### src/hw/rtl/lkv_pkg.sv
// Shared types and constants for the LRU key/value cache.
package lkv_pkg;

   localparam int KEY_W   = 16;
   localparam int VALUE_W = 17;
   localparam int CAP_W   = 7;

   localparam logic [CAP_W-1:0] CAP_RESET = 7'd64;

   localparam logic REQ_GET = 1'b0;
   localparam logic REQ_PUT = 1'b1;

   typedef struct packed {
      logic               valid;
      logic [KEY_W-1:0]   key;
      logic [VALUE_W-1:0] value;
   } entry_type;

   typedef struct packed {
      logic cmp_en;
      logic shift_en;
   } cell_ctrl_type;

endpackage

### src/hw/rtl/lkv_cell.sv
// One cache entry of the recency chain: key compare and shift from the younger neighbour.
module lkv_cell (
   input  logic                      clock,
   input  logic                      reset,
   input  lkv_pkg::cell_ctrl_type    ctrl,
   input  logic [lkv_pkg::KEY_W-1:0] cmp_key,
   input  lkv_pkg::entry_type        left_entry,
   output lkv_pkg::entry_type        entry,
   output logic                      match
);

   logic                        valid_ff, valid_in;
   logic [lkv_pkg::KEY_W-1:0]   key_ff, key_in;
   logic [lkv_pkg::VALUE_W-1:0] value_ff, value_in;
   logic                        match_ff, match_in;

   always_comb begin
      valid_in = valid_ff;
      key_in   = key_ff;
      value_in = value_ff;
      match_in = match_ff;
      if (ctrl.shift_en) begin
         valid_in = left_entry.valid;
         key_in   = left_entry.key;
         value_in = left_entry.value;
      end
      if (ctrl.cmp_en) begin
         match_in = valid_ff && (key_ff == cmp_key);
      end
   end

   always_ff @(posedge clock) begin
      if (reset) begin
         valid_ff <= 1'b0;
         match_ff <= 1'b0;
      end else begin
         valid_ff <= valid_in;
         match_ff <= match_in;
      end
      key_ff   <= key_in;
      value_ff <= value_in;
   end

   assign entry.valid = valid_ff;
   assign entry.key   = key_ff;
   assign entry.value = value_ff;
   assign match       = match_ff;

endmodule

### src/hw/rtl/lru_key_value_cache.sv
// Top level of the LRU key/value cache: recency chain of entry cells and request control.
// At the accepting edge of a request the key is compared against every cell at once, and
// in the following cycle the chain shifts by one place to bring the hit or new entry to the
// head (head is most recent, the last valid cell is least recent).
// The result strobe rsp_valid is high for one cycle right after that update and cannot be
// held off; busy is high during the update cycle only; a request is not taken while
// busy but can be taken in the cycle that shows the previous result. No clearing pass
// after reset is needed. Capacity writes are taken at any time via csr_valid (csr_ready is
// always high) but must only be made while the block is idle.
module lru_key_value_cache #(
   parameter int ENTRIES = 64
) (
   input  logic                        clock,
   input  logic                        reset,
   input  logic                        start,
   output logic                        busy,
   input  logic                        req_type,
   input  logic [lkv_pkg::KEY_W-1:0]   req_key,
   input  logic [lkv_pkg::VALUE_W-1:0] req_value,
   output logic                        rsp_valid,
   output logic                        rsp_hit,
   output logic [lkv_pkg::VALUE_W-1:0] rsp_read_value,
   output logic                        rsp_evicted,
   input  logic                        csr_valid,
   output logic                        csr_ready,
   input  logic [lkv_pkg::CAP_W-1:0]   csr_capacity
);

   localparam int FW  = $clog2(ENTRIES + 1);
   localparam int CW  = (FW > lkv_pkg::CAP_W) ? FW : lkv_pkg::CAP_W;
   localparam int LOG = $clog2(ENTRIES);

   localparam logic ST_IDLE   = 1'b0;
   localparam logic ST_UPDATE = 1'b1;

   logic                        state_ff, state_in;
   logic                        type_ff, type_in;
   logic [lkv_pkg::KEY_W-1:0]   key_ff, key_in;
   logic [lkv_pkg::VALUE_W-1:0] value_ff, value_in;
   logic [FW-1:0]               fill_ff, fill_in;
   logic [lkv_pkg::CAP_W-1:0]   cap_ff, cap_in;
   logic                        rsp_valid_ff, rsp_valid_in;
   logic                        rsp_hit_ff, rsp_hit_in;
   logic [lkv_pkg::VALUE_W-1:0] rsp_value_ff, rsp_value_in;
   logic                        rsp_evict_ff, rsp_evict_in;

   logic                        accept;
   logic                        in_update;
   logic [ENTRIES-1:0]          match_vec;
   logic [ENTRIES-1:0]          valid_vec;
   logic [ENTRIES-1:0]          lvl [0:LOG];
   logic [ENTRIES-1:0]          shift_mask;
   logic                        hit;
   logic [lkv_pkg::VALUE_W-1:0] hit_value;
   logic [CW-1:0]               cap_ext, eff_cap;
   logic                        full;
   logic                        do_evict;
   logic                        do_fill;
   logic                        do_shift;
   logic [FW:0]                 miss_limit;
   lkv_pkg::entry_type          head_entry;
   lkv_pkg::entry_type          entries [ENTRIES];
   lkv_pkg::cell_ctrl_type      ctrls [ENTRIES];
   logic [ENTRIES-1:0]          lkv_match;

   assign accept    = start && (state_ff == ST_IDLE);
   assign in_update = (state_ff == ST_UPDATE);

   // Matches at or before each position, log-depth prefix OR
   always_comb begin
      lvl[0] = match_vec;
      for (int l = 0; l < LOG; l++) begin
         for (int i = 0; i < ENTRIES; i++) begin
            if (i >= (1 << l)) begin
               lvl[l+1][i] = lvl[l][i] | lvl[l][i - (1 << l)];
            end else begin
               lvl[l+1][i] = lvl[l][i];
            end
         end
      end
   end

   assign hit = lvl[LOG][ENTRIES-1];

   always_comb begin
      hit_value = '0;
      for (int i = 0; i < ENTRIES; i++) begin
         hit_value = hit_value | (match_vec[i] ? entries[i].value : '0);
      end
   end

   always_comb begin
      cap_ext = CW'(cap_ff);
      if (cap_ext == '0) begin
         eff_cap = CW'(1);
      end else if (cap_ext > CW'(ENTRIES)) begin
         eff_cap = CW'(ENTRIES);
      end else begin
         eff_cap = cap_ext;
      end
   end

   assign full       = CW'(fill_ff) >= eff_cap;
   assign do_evict   = in_update && !hit && (type_ff == lkv_pkg::REQ_PUT) && full;
   assign do_fill    = in_update && !hit && (type_ff == lkv_pkg::REQ_PUT) && !full;
   assign do_shift   = in_update && (hit || (type_ff == lkv_pkg::REQ_PUT));
   // On eviction the last valid cell drops off; on a fill the chain grows by one
   assign miss_limit = {1'b0, fill_ff} + {{FW{1'b0}}, !full};

   always_comb begin
      for (int i = 0; i < ENTRIES; i++) begin
         if (hit) begin
            shift_mask[i] = (i == 0) ? 1'b1 : !lvl[LOG][i-1];
         end else begin
            shift_mask[i] = (FW+1)'(i) < miss_limit;
         end
      end
   end

   assign head_entry.valid = 1'b1;
   assign head_entry.key   = key_ff;
   assign head_entry.value = (type_ff == lkv_pkg::REQ_PUT) ? value_ff : hit_value;

   for (genvar g = 0; g < ENTRIES; g++) begin : g_cell
      assign ctrls[g].cmp_en   = accept;
      assign ctrls[g].shift_en = do_shift && shift_mask[g];
      assign match_vec[g]      = lkv_match[g];
      assign valid_vec[g]      = entries[g].valid;
   end

   lkv_cell u_head (
      .clock      (clock),
      .reset      (reset),
      .ctrl       (ctrls[0]),
      .cmp_key    (req_key),
      .left_entry (head_entry),
      .entry      (entries[0]),
      .match      (lkv_match[0])
   );

   for (genvar g = 1; g < ENTRIES; g++) begin : g_chain
      lkv_cell u_cell (
         .clock      (clock),
         .reset      (reset),
         .ctrl       (ctrls[g]),
         .cmp_key    (req_key),
         .left_entry (entries[g-1]),
         .entry      (entries[g]),
         .match      (lkv_match[g])
      );
   end

   always_comb begin
      state_in     = state_ff;
      type_in      = type_ff;
      key_in       = key_ff;
      value_in     = value_ff;
      fill_in      = fill_ff;
      cap_in       = cap_ff;
      rsp_valid_in = 1'b0;
      rsp_hit_in   = rsp_hit_ff;
      rsp_value_in = rsp_value_ff;
      rsp_evict_in = rsp_evict_ff;
      if (csr_valid) begin
         cap_in = csr_capacity;
      end
      unique case (state_ff)
         ST_IDLE: begin
            if (start) begin
               type_in  = req_type;
               key_in   = req_key;
               value_in = req_value;
               state_in = ST_UPDATE;
            end
         end
         ST_UPDATE: begin
            rsp_valid_in = 1'b1;
            rsp_hit_in   = hit;
            rsp_value_in = (hit && (type_ff == lkv_pkg::REQ_GET)) ? hit_value : '0;
            rsp_evict_in = do_evict;
            if (do_fill) begin
               fill_in = fill_ff + FW'(1);
            end
            state_in = ST_IDLE;
         end
         default: begin
            state_in = ST_IDLE;
         end
      endcase
   end

   always_ff @(posedge clock) begin
      if (reset) begin
         state_ff     <= ST_IDLE;
         fill_ff      <= '0;
         cap_ff       <= lkv_pkg::CAP_RESET;
         rsp_valid_ff <= 1'b0;
      end else begin
         state_ff     <= state_in;
         fill_ff      <= fill_in;
         cap_ff       <= cap_in;
         rsp_valid_ff <= rsp_valid_in;
      end
      type_ff      <= type_in;
      key_ff       <= key_in;
      value_ff     <= value_in;
      rsp_hit_ff   <= rsp_hit_in;
      rsp_value_ff <= rsp_value_in;
      rsp_evict_ff <= rsp_evict_in;
   end

   assign busy           = in_update;
   assign csr_ready      = 1'b1;
   assign rsp_valid      = rsp_valid_ff;
   assign rsp_hit        = rsp_hit_ff;
   assign rsp_read_value = rsp_value_ff;
   assign rsp_evicted    = rsp_evict_ff;

`ifndef SYNTHESIS
   // keys are unique among valid cells, so at most one cell matches
   a_match_unique: assert property (@(posedge clock) disable iff (reset)
      in_update |-> $onehot0(match_vec))
      else $error("more than one cell matched the key");

   a_fill_tracks_valid: assert property (@(posedge clock) disable iff (reset)
      $countones(valid_vec) == int'(fill_ff))
      else $error("fill count differs from number of valid cells");

   a_fill_bounded: assert property (@(posedge clock) disable iff (reset)
      int'(fill_ff) <= ENTRIES)
      else $error("fill count above entry count");

   a_rsp_after_update: assert property (@(posedge clock) disable iff (reset)
      rsp_valid |-> $past(in_update))
      else $error("result strobe without an update cycle");

   a_evict_on_miss: assert property (@(posedge clock) disable iff (reset)
      (rsp_valid && rsp_evicted) |-> !rsp_hit)
      else $error("eviction reported on a hit");
`endif

endmodule
### config.mk
export PLATFORM = sky130hd
export DESIGN_NAME = lru_key_value_cache
export DESIGN_NICKNAME = d
export VERILOG_FILES = /design/src/hw/rtl/lkv_pkg.sv /design/src/hw/rtl/lkv_cell.sv /design/src/hw/rtl/lru_key_value_cache.sv
export SDC_FILE = /design/constraint.sdc
export NUM_CORES = 2
export LEC_CHECK = 0
export ABC_AREA = 1
export BUFFER_PORTS_ARGS = -buffer_cell sky130_fd_sc_hd__buf_2
export CAP_MARGIN = 0
export CORE_UTILIZATION = 50
export CTS_CLUSTER_SIZE = 16
export DETAILED_ROUTE_END_ITERATION = 8
export PLACE_DENSITY_LB_ADDON = 0.12
export SKIP_CTS_REPAIR_TIMING = 1
export SLEW_MARGIN = 15
export SYNTH_ARGS = -nofsm -noshare
export SYNTH_HDL_FRONTEND = slang
export SYNTH_SLANG_ARGS = --single-unit
export TNS_END_PERCENT = 1
### constraint.sdc
create_clock -name clock -period 6.3 [get_ports clock]
set_input_delay 0.315 -clock clock [delete_from_list [all_inputs] [get_ports clock]]
set_output_delay 0.315 -clock clock [all_outputs]
set_load 0.05 [all_outputs]
Word level (Yosys, flattened, before mapping)
Cells that the tools add are included.
W data, S select, Z words.
Word-level totals
  register bits after elaboration: 2309
  bits in latches: 0
  memory bits (writable): 0
  bits in read-only memories: 0
  logic and storage cells: 1122
  memories kept: 0
Cells by class
  add/subtract/negate cells: 2
  multipliers: 0
  divide/modulo/power cells: 0
  $lt $le $gt $ge: 66
  eq/ne operators: 64
  shift operators: 0
  mux-type cells: 134
  bitwise gates (word level): 386
  reduce and logical (&&, ||, !) cells: 204
Operator list (number)
  $mux W17: 65
  $or A17 B17 Y17: 63
  $eq A16 B16 Y1: 64
  $or A1 B1 Y1: 321
  $lt A6 B8 Y1 const A: 32
  $logic_and A1 B1 Y1: 135
  $lt A5 B8 Y1 const A: 16
  $mux W1: 66
  $logic_not A1 Y1: 65
  $lt A4 B8 Y1 const A: 8
  $lt A3 B8 Y1 const A: 4
  $lt A1 B8 Y1 const A: 2
  $lt A2 B8 Y1 const A: 2
  $mux W7: 2
  $add A7 B1 Y8: 1
  $add A7 B1 Y7 const B: 1
  $ge A7 B7 Y1: 1
  $gt A7 B7 Y1 const B: 1
  $logic_not A7 Y1: 1
  $reduce_and A2 Y1: 2
  $not A1 Y1: 2
  $pmux W1 S2: 1
  $logic_or A1 B1 Y1: 1

Logic depth before layout (Yosys ltp)
  depth in word-level cells: 65
  depth in mapped cells: 24

By module
Synthesis repeated with hierarchy kept, for this count alone.
Unflattened totals
  cells, all modules: 9942
  area total of the unflattened synthesis: 100204.9 um^2
By module, submodules not included
  lkv_cell: instances 64, cells each 116, area an instance 1367.6 um^2, sequential area each 1031.0 um^2
  lru_key_value_cache: instances 1, cells each 2518, area an instance 12680.9 um^2, sequential area each 1911.8 um^2

Least setup slack after synthesis
OpenSTA, ideal clock, no wires.
  path kind: register to register
  start point: register cap_ff (netlist bit cap_ext[4])
  end point: register g_chain[58].u_cell.key_ff[0] in the netlist's numbering, enable pin
  arrival: 5.786 ns
  path slack: 0.008 ns
  cell stages (with the launch flop): 21
  buffers on the path: 1
  period minus slack after synthesis: 6.292 ns
  cell sequence: dfxtp_1 > nor2_1 > nand3_1 > nand2_1 > nand2_1 > ha_1 > nand2_1 > o21a_1 > o211ai_1 > nor2_1 > ha_1 > ha_1 > nand3_1 > nand2_1 > nand2_1 > clkinv_1 > nand2_1 > buf_2 > nor2_1 > nor2_1 > nor4_1
RTL lines
  start, declared: line lru_key_value_cache.sv:41  | logic [lkv_pkg::CAP_W-1:0] cap_ff, cap_in;
  start signal, assigned: line lru_key_value_cache.sv:196  | cap_ff <= lkv_pkg::CAP_RESET;
  start signal, assigned: line lru_key_value_cache.sv:201  | cap_ff <= cap_in;
  end signal, assigned: line lkv_cell.sv:40  | key_ff <= key_in;
  end, declared: line lkv_cell.sv:13  | logic [lkv_pkg::KEY_W-1:0] key_ff, key_in;

==> flow_metrics.tcl <==
set metrics [dict create \
    area_growth_from_synthesis_to_layout_pct 12.8 \
    hp-start "start" \
    path_clk_slew_ps 60 \
    timing.critical_path.cells "ha_1 -> a21oi_1 -> o21a_1 -> o211ai_1 -> nor2_1 -> ha_1 -> ha_1 -> nand3_1 -> nand2_1 -> nor2_2 -> nand2_2 -> nor2_4 -> nand2_1 -> nand2_2 -> a211oi_4 -> buf_4" \
    powerDensity_mw_per_mm2 293 \
    syn-cell-area_sq_mm 0.0949 \
    grt_total_ovfl 0 \
    design.die.area_sq_mm 0.191 \
    synth.lib_cells_used.distinct 48 \
    max_slew_margin_pct 7.88 \
    final_layout_size_suffix_gt1_share_pct 12.2 \
    hold_depth 4 \
    routed_wl_microns 354000 \
    final.setup.tns_ps 0 \
    finish.cell_count_without_fillers 10400 \
    track_usage_pct 36.7 \
    worstSetupStartpointType "flop" \
    synth_top_cells_by_count "sky130_fd_sc_hd__edfxtp_1 (2165), sky130_fd_sc_hd__nand2_1 (1652), sky130_fd_sc_hd__nor2_1 (828)" \
    numPortBuffers 65 \
    clkSinkCount 2309 \
    crit_type "flop to flop" \
    clock_skew_ps 41.8 \
    vias_in_the_first_global_route 58800 \
    min_delay_worst_endpoint "busy" \
    worstMarginPinSlew_ps 1380 \
    max_freq_mhz 190 \
    starting_density_of_the_core_pct 50.4 \
    clock_insertion_delay_worst_skew_ps 900 \
    vias 63700 \
    synth_top_cell_by_area "sky130_fd_sc_hd__edfxtp_1" \
    place_congestion 1.02 \
    number_of_cells_after_detailed_placement 9945 \
    grt_antenna_before_repair 26 \
    netlist_top_cells_area "sky130_fd_sc_hd__edfxtp_1 (69%), sky130_fd_sc_hd__nand2_1 (6.5%), sky130_fd_sc_hd__nor2_1 (3.3%)" \
    avgRoutedWirePerCell_microns 33.9 \
    critical_path_most_common_cell "sky130_fd_sc_hd__ha_1" \
    synth.net_count 7590 \
    synthArstFlopShare_pct 0 \
    yosysMostFrequentCell "sky130_fd_sc_hd__edfxtp_1" \
    period_share_pct 83.5 \
    post_synth_inst_count 7535 \
    detail_route.vias_per_cell 6.11 \
    fp-row-count 159 \
    remaining_drc_errors 0 \
    setup.reg_to_reg.worst_slack_ps 1040 \
    finalInstanceArea_sq_mm 0.107 \
    min-delay-path-class "input port to flop" \
    postSynthAreaPerCell_sq_um 12.6 \
    worstPathArrival_ps 5800 \
    wire_length_of_the_first_global_routing_pass_microns 480000 \
    worst_path_max_delay_cell "sky130_fd_sc_hd__a211oi_4" \
    seqCellArea_sq_mm 0.0679 \
    post-synth-top-area-fraction_pct 68.5 \
    fillCellCount 15600 \
    total_leakage_power_uw 0.0367 \
    worstPathMaxFanout 17 \
    finalSetupViolCount 0 \
    synth-seq-cells 2309 \
    route.antenna.remaining_nets 0 \
    dieHeight_microns 438 \
    grt_max_degree 90 \
    max-cap-violations 0 \
    dpl.hpwl_microns 253000 \
    num_cts_buffers 232 \
    cts_tree "built" \
    peakVddDrop_v 0.000234 \
    synth_edf_count 2165 \
    regToRegEndpoint "g_chain[21].u_cell.value_ff[9]" \
    reg2reg_path_depth 16 \
    finalMaxSlewViolations 0 \
    worst_r2r_startpoint "fill_ff[2]" \
    yosys_most_used_dff "sky130_fd_sc_hd__edfxtp_1" \
    ys_seq_area_share_pct 71.6 \
    hold_violations 0 \
    cts.root.buffer_cell "sky130_fd_sc_hd__clkbuf_16" \
    number_of_top_level_design_ports 67 \
    die_width_microns 438 \
    worstSetupEndpointType "flop" \
    period_minus_slack_ps 5260 \
    dr.first_iter.drc_count 9290 \
    layout.nets 7773 \
    outcome "finished, final reports clean" \
    count_of_h_tree_levels_built_during_cts 4 \
    drt_first_pass_iters 7 \
    grt_setup_unrepaired "false" \
    placeable_area_sq_mm 0.188 \
    number_of_warning_messages_in_the_yosys_log 0 \
    worst_ep_required_time_ps 6830 \
    cp_slowest_stage_delay_ps 910 \
    placement.cell_area_sq_mm 0.0990 \
    max_root_sink_buffers 3 \
    area_occupied_by_multi_input_gates_sq_mm 0.0248 \
]
-- layer usage --
metal | share of wire, % | global-route usage [%] | wire (microns)
met3 | 13 | 13.5 | 46900
met2 | 43 | 53.8 | 153000
met4 | 3.5 | 11.5 | 12400
met1 | 40 | 50.8 | 142000
met5 | 0.036 | 0 | 128
-- through the flow --
stage	hold slack, ps	power (uW)	worst slack, ps	util [%]
2_1_floorplan	400	17400	7.96	-
3_3_place_gp	402	17800	1070	52.5
3_5_place_dp	405	17800	1100	52.6
4_1_cts	-448	31500	1090	56.6
5_1_grt	85.6	32100	620	56.8
6_report	74.3	31400	1040	56.8
-- registers in the layout, summed over array words and instances, names as in the netlist --
signal	flops
g_chain.u_cell.value_ff	1071
g_chain.u_cell.key_ff	1008
g_chain.u_cell.match	63
g_chain.u_cell.valid_ff	63
rsp_read_value	17
u_head.value_ff	17
value_ff	17
key_ff	16
u_head.key_ff	16
cap_ext	7
fill_ff	7
busy	1
rsp_evicted	1
rsp_hit	1
rsp_valid	1
type_ff	1
u_head.match	1
u_head.valid_ff	1
-- kinds of logic (layout without fill, tap and decap cells) --
family / Yosys count / in the layout / synth area share (%)
other cells: 1 / 10 / 0.00395
buf+inv: 673 / 1059 / 2.80
simple gates: 3474 / 3474 / 16.2
xor+xnor: 610 / 610 / 5.63
flops: 2309 / 2309 / 71.6
compound gates: 458 / 458 / 3.69
fa+ha+maj: 10 / 10 / 0.132
-- report_power, final --
part           internal, uW  switching [uW]  total (uW)
logic                   266             617         883
registers             16600            26.6       16600
clock network          7900            6010       13900
total                 24700            6650       31400
-- cell type report --
type | count | area share, %
repair buffers | 293 | 2.17
multi-input cells | 4553 | 23.2
inverters | 329 | 1.16
clock inverters | 99 | 0.945
clock buffers | 338 | 6.16
flip-flops and latches | 2309 | 63.5
well taps | 2495 | 2.92
diodes | 9 | 0.0211
-- placed cells by master (no fill, tap or decap), types with 16 or more instances in the layout --
cell / count
sky130_fd_sc_hd__bufinv_16: 16
sky130_fd_sc_hd__nor2_1: 792
sky130_fd_sc_hd__xor2_1: 294
sky130_fd_sc_hd__nand4_1: 234
sky130_fd_sc_hd__clkinv_1: 35
sky130_fd_sc_hd__nand3_1: 197
sky130_fd_sc_hd__edfxtp_1: 2165
sky130_fd_sc_hd__clkinv_2: 39
sky130_fd_sc_hd__clkbuf_16: 237
sky130_fd_sc_hd__clkbuf_1: 73
sky130_fd_sc_hd__o21ai_0: 42
sky130_fd_sc_hd__xnor2_1: 316
sky130_fd_sc_hd__dfxtp_1: 143
sky130_fd_sc_hd__clkbuf_8: 28
sky130_fd_sc_hd__dlygate4sd3_1: 30
sky130_fd_sc_hd__nand3b_1: 22
sky130_fd_sc_hd__nor2_4: 49
sky130_fd_sc_hd__or2_2: 257
sky130_fd_sc_hd__buf_2: 54
sky130_fd_sc_hd__nor3b_1: 29
sky130_fd_sc_hd__inv_1: 307
sky130_fd_sc_hd__nor3_1: 101
sky130_fd_sc_hd__buf_4: 195
sky130_fd_sc_hd__nor4_1: 101
sky130_fd_sc_hd__a21oi_1: 80
sky130_fd_sc_hd__nand2_1: 1651
sky130_fd_sc_hd__a22o_1: 58
sky130_fd_sc_hd__a221oi_1: 241
-- worst max path at each step --
stage | start | end | cells past startpoint
6_report | fill_ff[2] | g_chain[21].u_cell.value_ff[9] | 16
5_1_grt | cap_ext[2] | g_chain[45].u_cell.valid_ff | 21
4_1_cts | fill_ff[2] | g_chain[20].u_cell.value_ff[16] | 16
3_5_place_dp | fill_ff[2] | g_chain[18].u_cell.value_ff[11] | 16
3_3_place_gp | cap_ext[2] | g_chain[52].u_cell.value_ff[8] | 19
2_1_floorplan | cap_ext[4] | g_chain[58].u_cell.key_ff[0] | 20
-- worst max-delay path, delay by kind of cell (launching register included) --
kind / cells / cell delay (ps)
and+or+nand+nor: 8 / 1620
buffers and inverters: 1 / 490
AOI/OAI and AO/OA: 4 / 1280
DFF: 1 / 570
adders and majority gates: 3 / 920
Note: power is estimated with default switching activity, not from simulation.
